### src/rtl/glr_pkg.sv
// shared types, constants and helpers for the gradient line rasterizer
`default_nettype none

package glr_pkg;

	localparam int COORD_BITS = 13;
	localparam int FRAME_BITS = 12;
	localparam int ERR_BITS   = COORD_BITS + 2;
	localparam int SHADE_BITS = 8;

	// action codes
	localparam logic ACT_START   = 1'b0;
	localparam logic ACT_ADVANCE = 1'b1;

	// configuration register indexes
	localparam logic REG_FRAME_WIDTH  = 1'b0;
	localparam logic REG_FRAME_HEIGHT = 1'b1;

	localparam logic [FRAME_BITS-1:0] FRAME_RESET = FRAME_BITS'(800);

	typedef logic signed [COORD_BITS-1:0] coord_t;
	typedef logic [COORD_BITS-1:0]        len_t;
	typedef logic signed [ERR_BITS-1:0]   err_t;

	// command handed from the front to the back
	typedef struct packed {
		logic   is_load;
		coord_t origin_x;
		coord_t origin_y;
		coord_t target_x;
		coord_t target_y;
		len_t   delta_x;
		len_t   delta_y;
		logic   step_x_neg;
		logic   step_y_neg;
		logic   x_major;
		err_t   err_init;
		logic   active;
	} cmd_t;

	function automatic len_t abs_diff(input coord_t a, input coord_t b);
		logic signed [COORD_BITS:0] d;
		logic signed [COORD_BITS:0] n;
		d = {a[COORD_BITS-1], a} - {b[COORD_BITS-1], b};
		n = -d;
		return d[COORD_BITS] ? n[COORD_BITS-1:0] : d[COORD_BITS-1:0];
	endfunction

endpackage

`default_nettype wire

### src/rtl/glr_front.sv
// front end: classifies input items and precomputes line setup
`default_nettype none

module glr_front (
	input  wire logic                   action,
	input  wire glr_pkg::coord_t        x_start,
	input  wire glr_pkg::coord_t        y_start,
	input  wire glr_pkg::coord_t        x_end,
	input  wire glr_pkg::coord_t        y_end,
	output glr_pkg::cmd_t               cmd
);

	glr_pkg::len_t dx;
	glr_pkg::len_t dy;
	logic          x_major;

	assign dx      = glr_pkg::abs_diff(x_end, x_start);
	assign dy      = glr_pkg::abs_diff(y_end, y_start);
	assign x_major = dx > dy;

	always_comb begin
		cmd            = '0;
		cmd.is_load    = (action == glr_pkg::ACT_START);
		cmd.origin_x   = x_start;
		cmd.origin_y   = y_start;
		cmd.target_x   = x_end;
		cmd.target_y   = y_end;
		cmd.delta_x    = dx;
		cmd.delta_y    = dy;
		cmd.step_x_neg = !(x_start < x_end);
		cmd.step_y_neg = !(y_start < y_end);
		cmd.x_major    = x_major;
		// half the major delta, negative when y leads
		if (x_major) begin
			cmd.err_init = glr_pkg::err_t'({2'b00, dx >> 1});
		end else begin
			cmd.err_init = -glr_pkg::err_t'({2'b00, dy >> 1});
		end
		cmd.active     = (x_start != x_end) || (y_start != y_end);
	end

endmodule

`default_nettype wire

### src/rtl/glr_fifo.sv
// small command queue between front and back
`default_nettype none

module glr_fifo #(
	parameter int W     = 8,
	parameter int DEPTH = 2
) (
	input  wire logic         clk,
	input  wire logic         arst_n,
	input  wire logic         wr_en,
	input  wire logic [W-1:0] wr_data,
	output logic              full,
	input  wire logic         rd_en,
	output logic [W-1:0]      rd_data,
	output logic              valid
);

	localparam int AW = (DEPTH > 1) ? $clog2(DEPTH) : 1;
	localparam int CW = $clog2(DEPTH + 1);
	localparam logic [AW-1:0] LAST_PTR = AW'(DEPTH - 1);
	localparam logic [CW-1:0] FULL_CNT = CW'(DEPTH);

	logic [W-1:0]  mem_q [DEPTH];
	logic [AW-1:0] wr_ptr_q;
	logic [AW-1:0] rd_ptr_q;
	logic [CW-1:0] count_q;
	logic          do_wr;
	logic          do_rd;

	assign full    = (count_q == FULL_CNT);
	assign valid   = (count_q != '0);
	assign do_wr   = wr_en && !full;
	assign do_rd   = rd_en && valid;
	assign rd_data = mem_q[rd_ptr_q];

	always_ff @(posedge clk) begin
		if (do_wr) begin
			mem_q[wr_ptr_q] <= wr_data;
		end
	end

	always_ff @(posedge clk or negedge arst_n) begin
		if (!arst_n) begin
			wr_ptr_q <= '0;
			rd_ptr_q <= '0;
			count_q  <= '0;
		end else begin
			if (do_wr) begin
				wr_ptr_q <= (wr_ptr_q == LAST_PTR) ? '0 : wr_ptr_q + 1'b1;
			end
			if (do_rd) begin
				rd_ptr_q <= (rd_ptr_q == LAST_PTR) ? '0 : rd_ptr_q + 1'b1;
			end
			if (do_wr && !do_rd) begin
				count_q <= count_q + 1'b1;
			end else if (do_rd && !do_wr) begin
				count_q <= count_q - 1'b1;
			end
		end
	end

	a_count_range: assert property (@(posedge clk) disable iff (!arst_n)
		count_q <= FULL_CNT)
		else $error("queue count beyond depth");

	a_count_track: assert property (@(posedge clk) disable iff (!arst_n)
		(do_wr && !do_rd) |=> (count_q == $past(count_q) + 1'b1))
		else $error("queue count missed a write");

	a_ptr_match: assert property (@(posedge clk) disable iff (!arst_n)
		(count_q == '0) |-> (wr_ptr_q == rd_ptr_q))
		else $error("pointers differ on empty queue");

endmodule

`default_nettype wire

### src/rtl/glr_back.sv
// back end: line stepper, shade divider and result register
`default_nettype none

module glr_back (
	input  wire logic                          clk,
	input  wire logic                          arst_n,
	input  wire logic                          cfg_we,
	input  wire logic                          cfg_index,
	input  wire logic [glr_pkg::FRAME_BITS-1:0] cfg_data,
	input  wire logic                          cmd_valid,
	input  wire glr_pkg::cmd_t                 cmd,
	output logic                               cmd_pop,
	output logic                               empty,
	input  wire logic                          pop,
	output glr_pkg::coord_t                    pixel_x,
	output glr_pkg::coord_t                    pixel_y,
	output logic                               in_frame,
	output logic [glr_pkg::SHADE_BITS-1:0]     shade,
	output logic                               last
);

	localparam logic [1:0] ST_IDLE = 2'd0;
	localparam logic [1:0] ST_DIV  = 2'd1;
	localparam logic [1:0] ST_DONE = 2'd2;
	localparam int CB = glr_pkg::COORD_BITS;
	localparam int DIV_STEPS = glr_pkg::SHADE_BITS;
	localparam int CNT_BITS  = $clog2(DIV_STEPS);
	localparam logic [CNT_BITS-1:0] LAST_STEP = CNT_BITS'(DIV_STEPS - 1);

	logic [glr_pkg::FRAME_BITS-1:0] frame_width_q;
	logic [glr_pkg::FRAME_BITS-1:0] frame_height_q;

	glr_pkg::coord_t cur_x_q, cur_y_q, origin_x_q, origin_y_q, target_x_q, target_y_q;
	glr_pkg::len_t   delta_x_q, delta_y_q;
	logic            step_x_neg_q, step_y_neg_q, x_major_q, active_q;
	glr_pkg::err_t   err_q;

	logic [1:0]                     state_q;
	logic [CNT_BITS-1:0]            cnt_q;
	glr_pkg::len_t                  rem_q;
	glr_pkg::len_t                  len_q;
	logic [glr_pkg::SHADE_BITS-1:0] quo_q;
	glr_pkg::coord_t                pend_x_q, pend_y_q;
	logic                           pend_in_q, pend_last_q;

	logic                           out_valid_q;
	glr_pkg::coord_t                out_x_q, out_y_q;
	logic                           out_in_q, out_last_q;
	logic [glr_pkg::SHADE_BITS-1:0] out_shade_q;

	// pixel step
	glr_pkg::err_t   neg_dx, pos_dx, pos_dy;
	logic            step_x, step_y;
	glr_pkg::err_t   err_next;
	glr_pkg::coord_t nx, ny;
	logic            last_now, inside_now;
	glr_pkg::len_t   dist_now, len_now;
	logic [CB:0]     rem_dbl;
	logic            rem_ge;
	logic [CB:0]     rem_sub;
	logic            out_write;

	assign pos_dx = glr_pkg::err_t'({2'b00, delta_x_q});
	assign pos_dy = glr_pkg::err_t'({2'b00, delta_y_q});
	assign neg_dx = -pos_dx;
	assign step_x = err_q > neg_dx;
	assign step_y = err_q < pos_dy;

	always_comb begin
		err_next = err_q;
		nx       = cur_x_q;
		ny       = cur_y_q;
		if (step_x) begin
			err_next = err_next - pos_dy;
			nx       = step_x_neg_q ? cur_x_q - 1'b1 : cur_x_q + 1'b1;
		end
		if (step_y) begin
			err_next = err_next + pos_dx;
			ny       = step_y_neg_q ? cur_y_q - 1'b1 : cur_y_q + 1'b1;
		end
	end

	assign last_now   = (nx == target_x_q) && (ny == target_y_q);
	assign inside_now = !cur_x_q[CB-1] && !cur_y_q[CB-1]
		&& (cur_x_q[CB-2:0] < frame_width_q) && (cur_y_q[CB-2:0] < frame_height_q);
	assign dist_now   = x_major_q ? glr_pkg::abs_diff(cur_x_q, origin_x_q)
		: glr_pkg::abs_diff(cur_y_q, origin_y_q);
	assign len_now    = x_major_q ? delta_x_q : delta_y_q;

	assign rem_dbl = {rem_q, 1'b0};
	assign rem_ge  = rem_dbl >= {1'b0, len_q};
	assign rem_sub = rem_dbl - {1'b0, len_q};

	assign cmd_pop   = (state_q == ST_IDLE) && cmd_valid;
	assign out_write = (state_q == ST_DONE) && (!out_valid_q || pop);

	always_ff @(posedge clk or negedge arst_n) begin
		if (!arst_n) begin
			frame_width_q  <= glr_pkg::FRAME_RESET;
			frame_height_q <= glr_pkg::FRAME_RESET;
		end else if (cfg_we) begin
			unique case (cfg_index)
				glr_pkg::REG_FRAME_WIDTH:  frame_width_q  <= cfg_data;
				glr_pkg::REG_FRAME_HEIGHT: frame_height_q <= cfg_data;
				default: ;
			endcase
		end
	end

	// control state
	always_ff @(posedge clk or negedge arst_n) begin
		if (!arst_n) begin
			state_q     <= ST_IDLE;
			active_q    <= 1'b0;
			out_valid_q <= 1'b0;
			cnt_q       <= '0;
		end else begin
			if (out_write) begin
				out_valid_q <= 1'b1;
			end else if (pop) begin
				out_valid_q <= 1'b0;
			end
			unique case (state_q)
				ST_IDLE: begin
					if (cmd_valid) begin
						if (cmd.is_load) begin
							active_q <= cmd.active;
						end else if (active_q) begin
							if (last_now) begin
								active_q <= 1'b0;
							end
							cnt_q <= '0;
							// at or past the end the shade saturates
							state_q <= (dist_now >= len_now) ? ST_DONE : ST_DIV;
						end
					end
				end
				ST_DIV: begin
					cnt_q <= cnt_q + 1'b1;
					if (cnt_q == LAST_STEP) begin
						state_q <= ST_DONE;
					end
				end
				ST_DONE: begin
					if (out_write) begin
						state_q <= ST_IDLE;
					end
				end
				default: state_q <= ST_IDLE;
			endcase
		end
	end

	// line state, divider and result data
	always_ff @(posedge clk) begin
		if (state_q == ST_IDLE && cmd_valid) begin
			if (cmd.is_load) begin
				origin_x_q   <= cmd.origin_x;
				origin_y_q   <= cmd.origin_y;
				target_x_q   <= cmd.target_x;
				target_y_q   <= cmd.target_y;
				cur_x_q      <= cmd.origin_x;
				cur_y_q      <= cmd.origin_y;
				delta_x_q    <= cmd.delta_x;
				delta_y_q    <= cmd.delta_y;
				step_x_neg_q <= cmd.step_x_neg;
				step_y_neg_q <= cmd.step_y_neg;
				x_major_q    <= cmd.x_major;
				err_q        <= cmd.err_init;
			end else if (active_q) begin
				pend_x_q    <= cur_x_q;
				pend_y_q    <= cur_y_q;
				pend_in_q   <= inside_now;
				pend_last_q <= last_now;
				rem_q       <= dist_now;
				len_q       <= len_now;
				quo_q       <= '1;
				cur_x_q     <= nx;
				cur_y_q     <= ny;
				err_q       <= err_next;
			end
		end
		if (state_q == ST_DIV) begin
			rem_q <= rem_ge ? rem_sub[CB-1:0] : rem_dbl[CB-1:0];
			quo_q <= {quo_q[glr_pkg::SHADE_BITS-2:0], rem_ge};
		end
		if (out_write) begin
			out_x_q     <= pend_x_q;
			out_y_q     <= pend_y_q;
			out_in_q    <= pend_in_q;
			out_last_q  <= pend_last_q;
			out_shade_q <= quo_q;
		end
	end

	assign empty    = !out_valid_q;
	assign pixel_x  = out_x_q;
	assign pixel_y  = out_y_q;
	assign in_frame = out_in_q;
	assign shade    = out_shade_q;
	assign last     = out_last_q;

	a_div_rem: assert property (@(posedge clk) disable iff (!arst_n)
		(state_q == ST_DIV) |-> (rem_q < len_q))
		else $error("divider remainder not below divisor");

	a_active_len: assert property (@(posedge clk) disable iff (!arst_n)
		(active_q && state_q == ST_IDLE) |-> (len_now != '0))
		else $error("active line with zero major length");

	a_out_hold: assert property (@(posedge clk) disable iff (!arst_n)
		(state_q == ST_DONE && out_valid_q && !pop) |=> (state_q == ST_DONE))
		else $error("result left done state with result register busy");

	a_no_pop_idle: assert property (@(posedge clk) disable iff (!arst_n)
		(state_q != ST_IDLE) |-> !cmd_pop)
		else $error("command taken while a pixel is in flight");

endmodule

`default_nettype wire

### src/rtl/gradient_line_rasterizer_top.sv
// top level of the gradient line rasterizer
`default_nettype none

// Bresenham line stepper with clip flag and 8-bit gradient shade.
// input channel: push/full; a transfer happens when push is high and full low.
//   action 0 loads a line from x_start/y_start/x_end/y_end, action 1 asks
//   for the next pixel. items go through a setup front end into a command
//   queue of CMD_DEPTH entries, so the input keeps taking items while the
//   stepper works or waits on the output.
// result channel: empty/pop; the oldest pixel is on the ports while empty is
//   low and leaves with a transfer when pop is high.
// pixel path: an advance passes the command queue, the stepper, the shade
//   divider and the result register; a saturated shade skips the divider.
// stepper: a start or a dead advance leaves it idle; a pixel runs through the
//   bit-per-cycle shade divider (8 steps) and waits in the done state until
//   the result register is free, and only then is the next item taken.
// config: cfg_we/cfg_index/cfg_data write frame_width (0) and frame_height (1);
//   write them only while the block is idle, which the block does not enforce.
// reset: arst_n clears the queue and result register, drops any line and
//   sets both frame sizes to 800.
// when the receiver stalls, the finished pixel waits in the result register,
//   the stepper then holds, and once the queue fills full rises.
module gradient_line_rasterizer_top #(
	parameter int CMD_DEPTH = 2
) (
	input  wire logic                           clk,
	input  wire logic                           arst_n,
	input  wire logic                           cfg_we,
	input  wire logic                           cfg_index,
	input  wire logic [glr_pkg::FRAME_BITS-1:0] cfg_data,
	input  wire logic                           push,
	output logic                                full,
	input  wire logic                           action,
	input  wire glr_pkg::coord_t                x_start,
	input  wire glr_pkg::coord_t                y_start,
	input  wire glr_pkg::coord_t                x_end,
	input  wire glr_pkg::coord_t                y_end,
	output logic                                empty,
	input  wire logic                           pop,
	output glr_pkg::coord_t                     pixel_x,
	output glr_pkg::coord_t                     pixel_y,
	output logic                                in_frame,
	output logic [glr_pkg::SHADE_BITS-1:0]      shade,
	output logic                                last
);

	localparam int CMD_W = $bits(glr_pkg::cmd_t);

	glr_pkg::cmd_t  front_cmd;   // classified item from the front end
	glr_pkg::cmd_t  back_cmd;    // head of the command queue
	logic [CMD_W-1:0] q_rd_data;
	logic           q_valid;
	logic           q_pop;

	// setup: deltas, directions and start error
	glr_front u_front (
		.action  (action),
		.x_start (x_start),
		.y_start (y_start),
		.x_end   (x_end),
		.y_end   (y_end),
		.cmd     (front_cmd)
	);

	// decouples the input transfer from the stepper
	glr_fifo #(
		.W     (CMD_W),
		.DEPTH (CMD_DEPTH)
	) u_cmd_q (
		.clk     (clk),
		.arst_n  (arst_n),
		.wr_en   (push),
		.wr_data (front_cmd),
		.full    (full),
		.rd_en   (q_pop),
		.rd_data (q_rd_data),
		.valid   (q_valid)
	);

	assign back_cmd = glr_pkg::cmd_t'(q_rd_data);

	// stepper, shade divider and result register
	glr_back u_back (
		.clk       (clk),
		.arst_n    (arst_n),
		.cfg_we    (cfg_we),
		.cfg_index (cfg_index),
		.cfg_data  (cfg_data),
		.cmd_valid (q_valid),
		.cmd       (back_cmd),
		.cmd_pop   (q_pop),
		.empty     (empty),
		.pop       (pop),
		.pixel_x   (pixel_x),
		.pixel_y   (pixel_y),
		.in_frame  (in_frame),
		.shade     (shade),
		.last      (last)
	);

endmodule

`default_nettype wire

### config.mk
export PLATFORM = sky130hd
export DESIGN_NAME = gradient_line_rasterizer_top
export DESIGN_NICKNAME = d
export VERILOG_FILES = /design/src/rtl/glr_pkg.sv /design/src/rtl/glr_front.sv /design/src/rtl/glr_fifo.sv /design/src/rtl/glr_back.sv /design/src/rtl/gradient_line_rasterizer_top.sv
export SDC_FILE = /design/constraint.sdc
export NUM_CORES = 1
export LEC_CHECK = 0
export BUFFER_PORTS_ARGS = -buffer_cell sky130_fd_sc_hd__buf_2
export CAP_MARGIN = 20
export CORE_MARGIN = 2
export CORE_UTILIZATION = 30
export CTS_CLUSTER_DIAMETER = 150
export CTS_CLUSTER_SIZE = 20
export DETAILED_ROUTE_END_ITERATION = 8
export PLACE_DENSITY = 0.55
export SYNTH_ARGS = -nofsm -noshare
export SYNTH_HDL_FRONTEND = slang
export SYNTH_SLANG_ARGS = --single-unit
### constraint.sdc
create_clock -name clk -period 8.04 [get_ports clk]
set_input_delay 0.804 -clock clk [delete_from_list [all_inputs] [get_ports clk]]
set_output_delay 0.804 -clock clk [all_outputs]
set_load 0.005 [all_outputs]
==> results.yml <==
detailed_routing:
  wire_per_inst_um: 19.6
  drt-total-wl_um: 68600
  number_of_nets_still_failing_antenna_checks_after_routing: 0
  drc: 0
  dr_total_vias: 17453
  detail_route.iter0.violations: 1426
  drt-pass1-iter-count: 6
  drt-vias-per-instance: 4.99
synth:
  synth_largest_type_area_fraction: 0.484
  yosysWarnings: 0
  synth_fp_nets: 2506
  syn_inst: 2239
  yosysSeqAreaShare: 0.518
  synth.ff_latch_count: 451
  synth_cell_types: 83
  netlist.top_cell.by_area: "edfxtp_1"
  postSynth.asyncResetShare: 0.0776
  syn-cell-area_um2: 25800
  dominantRegCellSynth: "edfxtp_1"
  avgSynthCellArea_um2: 11.5
  synthTopCellsByArea: "edfxtp_1 48%, ha_1 9.1%, mux2_2 5.5%"
  synth_enable_flop_cells: 416
worst_setup_path:
  wp_data_arrival_ps: 7070
  crit_path_end_kind: "register"
  crit_path_max_fanout: 41
  crit_path_category: "reg -> reg"
  start_kind: "register"
  worstPathRequired_ps: 8380
sta:
  post_route_hold_slack_ps: 326
  fmax_ghz: 0.149
  period_minus_slack_ps: 6730
  timing.final.max_slew_violations: 0
  relSlewSlack: 0.239
  setup_repair_after_global_routing_missed_its_margin: "no"
  clock-skew-final_ps: 20.9
  finalSetupViolations: 0
  finalSetupTns_ps: 0
  timing_hold_violations_final: 0
  final_critical_path_setup_slack_ps: 1310
  post-route-period-util: 0.837
  worst_slew_pin_slew_ps: 1110
clocking:
  post_cts_hold_buffer_count: 0
  cts_setup_buffers: 0
  clkSinkCount: 451
  cts_buffers: 26
  path_clk_slew_ps: 100
  clk_latency_ps: 600
  clock-root-buffer: "clkbuf_16"
  cts.path.max_buffers: 3
  htreeDepth: 1
  tritoncts: "yes"
  post_cts_resize_count: 0
layout:
  mostFrequentLayoutCell: "edfxtp_1"
  largest_register: "u_cmd_q.mem_q"
  ratio_of_cells_with_drive_above_1_in_the_final_layout: 0.140
  largest_register_ffs: 196
  layout_common_cells: "416 x edfxtp_1, 187 x ha_1, 184 x inv_1, 148 x nor2_1, 146 x nand2_1"
  final_cell_area_um2: 28500
  nNetsFinal: 2611
  flow.area_growth_from_synthesis_pct: 10.6
  largestRegisters: "u_cmd_q.mem_q x196, u_back.err_q x15"
global_routing:
  antenna_found_initial: 2
  grt-ovfl-total: 0
  grt_total_usage: 0.151
  global_route_wire_length_before_repair_um: 105000
  grt_start_max_net_pins: 66
  grt_pass1_vias: 17341
die:
  die_y_um: 297
  initial_standard_cell_utilization_of_the_core: 0.303
  floorplan.rows: 107
  core_area_um2: 85300
  fp.dieArea_um2: 88400
  chipWidth_um: 297
  top_level_ports: 109
min_path:
  min-delay-path-class: "in -> async"
placed_design:
  number_of_buffer_cells_added_on_primary_ports: 108
  detailed_place.area_um2: 27800
  dp_hpwl_um: 52400
  gp_routability_congestion: 0.898
  dp_slack_ps: 1360
job:
  max_cap_violations: 0
status:
  run_status: "completed"
[final timing paths]
path / endpoint / cells past startpoint / slack (ps) / from
min in group clk: u_cmd_q.mem_q[0][83] / 1 / 400 / y_start[12]
max in group asynchronous: u_cmd_q.rd_ptr_q / 1 / 7070 / arst_n
worst max-delay path: u_back.err_q[14] / 27 / 1310 / u_back.delta_x_q[5]
worst min register to register: u_back.pixel_x[5] / 0 / 420 / u_back.pend_x_q[5]
worst max register to register: u_back.err_q[14] / 27 / 1310 / u_back.delta_x_q[5]
worst min-delay path: u_cmd_q.rd_ptr_q / 1 / 330 / arst_n
[routing by layer]
layer	share of wire	track usage
met3	0.047	0.0167
met5	0	0
met4	0.022	0.0346
met1	0.48	0.223
met2	0.45	0.237
[critical path, stage by stage, from the launching register on]
cell and delay (ps):
edfxtp_1 460, nor4_1 400, nor2b_1 260, nand2_1 110, o31ai_1 240, nand2_1 90
ha_1 270, nand2_1 80, nor2_1 40, a2111oi_0 440, o311ai_1 280, mux2i_4 260
buf_4 300, nor2_1 140, a21oi_1 70, ha_1 220, fa_1 410, a21o_1 200
a21oi_1 240, nor2b_1 90, o21a_1 220, o311ai_0 500, o21ai_0 200, a21o_1 250
a21o_1 190, a211oi_1 270, xnor2_1 160, a21oi_1 80
[cells in the mapped netlist, drive strengths merged (7+ instances only)]
cell	number
o31ai	12
dfrtp	29
o41ai	7
clkbuf	41
nand2	147
xnor2	113
mux2i	25
edfxtp	416
o21a	48
o211ai	16
a211oi	30
o21ai	118
or2	11
or3	17
nor4	14
nor2b	44
a21oi	138
nor2	152
fa	9
o21bai	11
nand3	22
a31oi	23
mux2	125
ha	187
nand4	14
nor3	36
buf	9
a2111oi	7
xor2	72
nand2b	29
a21o	37
inv	185
a21boi	8
[kinds of logic after synthesis]
family,Yosys count,share of synthesized area
flops,451,0.518
xor+xnor,185,0.0636
simple gates,511,0.0941
fa+ha+maj,196,0.0976
mux,150,0.0642
compound gates,511,0.128
buf+inv,235,0.0345
[cell type report]
| type | instances | area (um^2) |
|---|---|---|
| well taps | 1144 | 1430 |
| flip-flops and latches | 451 | 13400 |
| clock buffers | 34 | 681 |
| multi-input cells | 1553 | 11600 |
| inverters | 185 | 694 |
| diodes | 1 | 2.50 |
| clock inverters | 2 | 41.3 |
| fillers | 8526 | 56700 |
| repair buffers | 127 | 683 |
[stage by stage]
| stage | std cells | util |
|---|---|---|
| after CTS | 3496 | 0.335 |
| final | 3497 | 0.335 |
| after global routing | 3497 | 0.335 |
| after floorplan | 2239 | - |
| after global placement | 3460 | 0.326 |
| after detailed placement | 3460 | 0.326 |
Power is left out: the tool's default activity adds up to more than one toggle a clock period on the data nets, which glitch-free logic cannot reach.
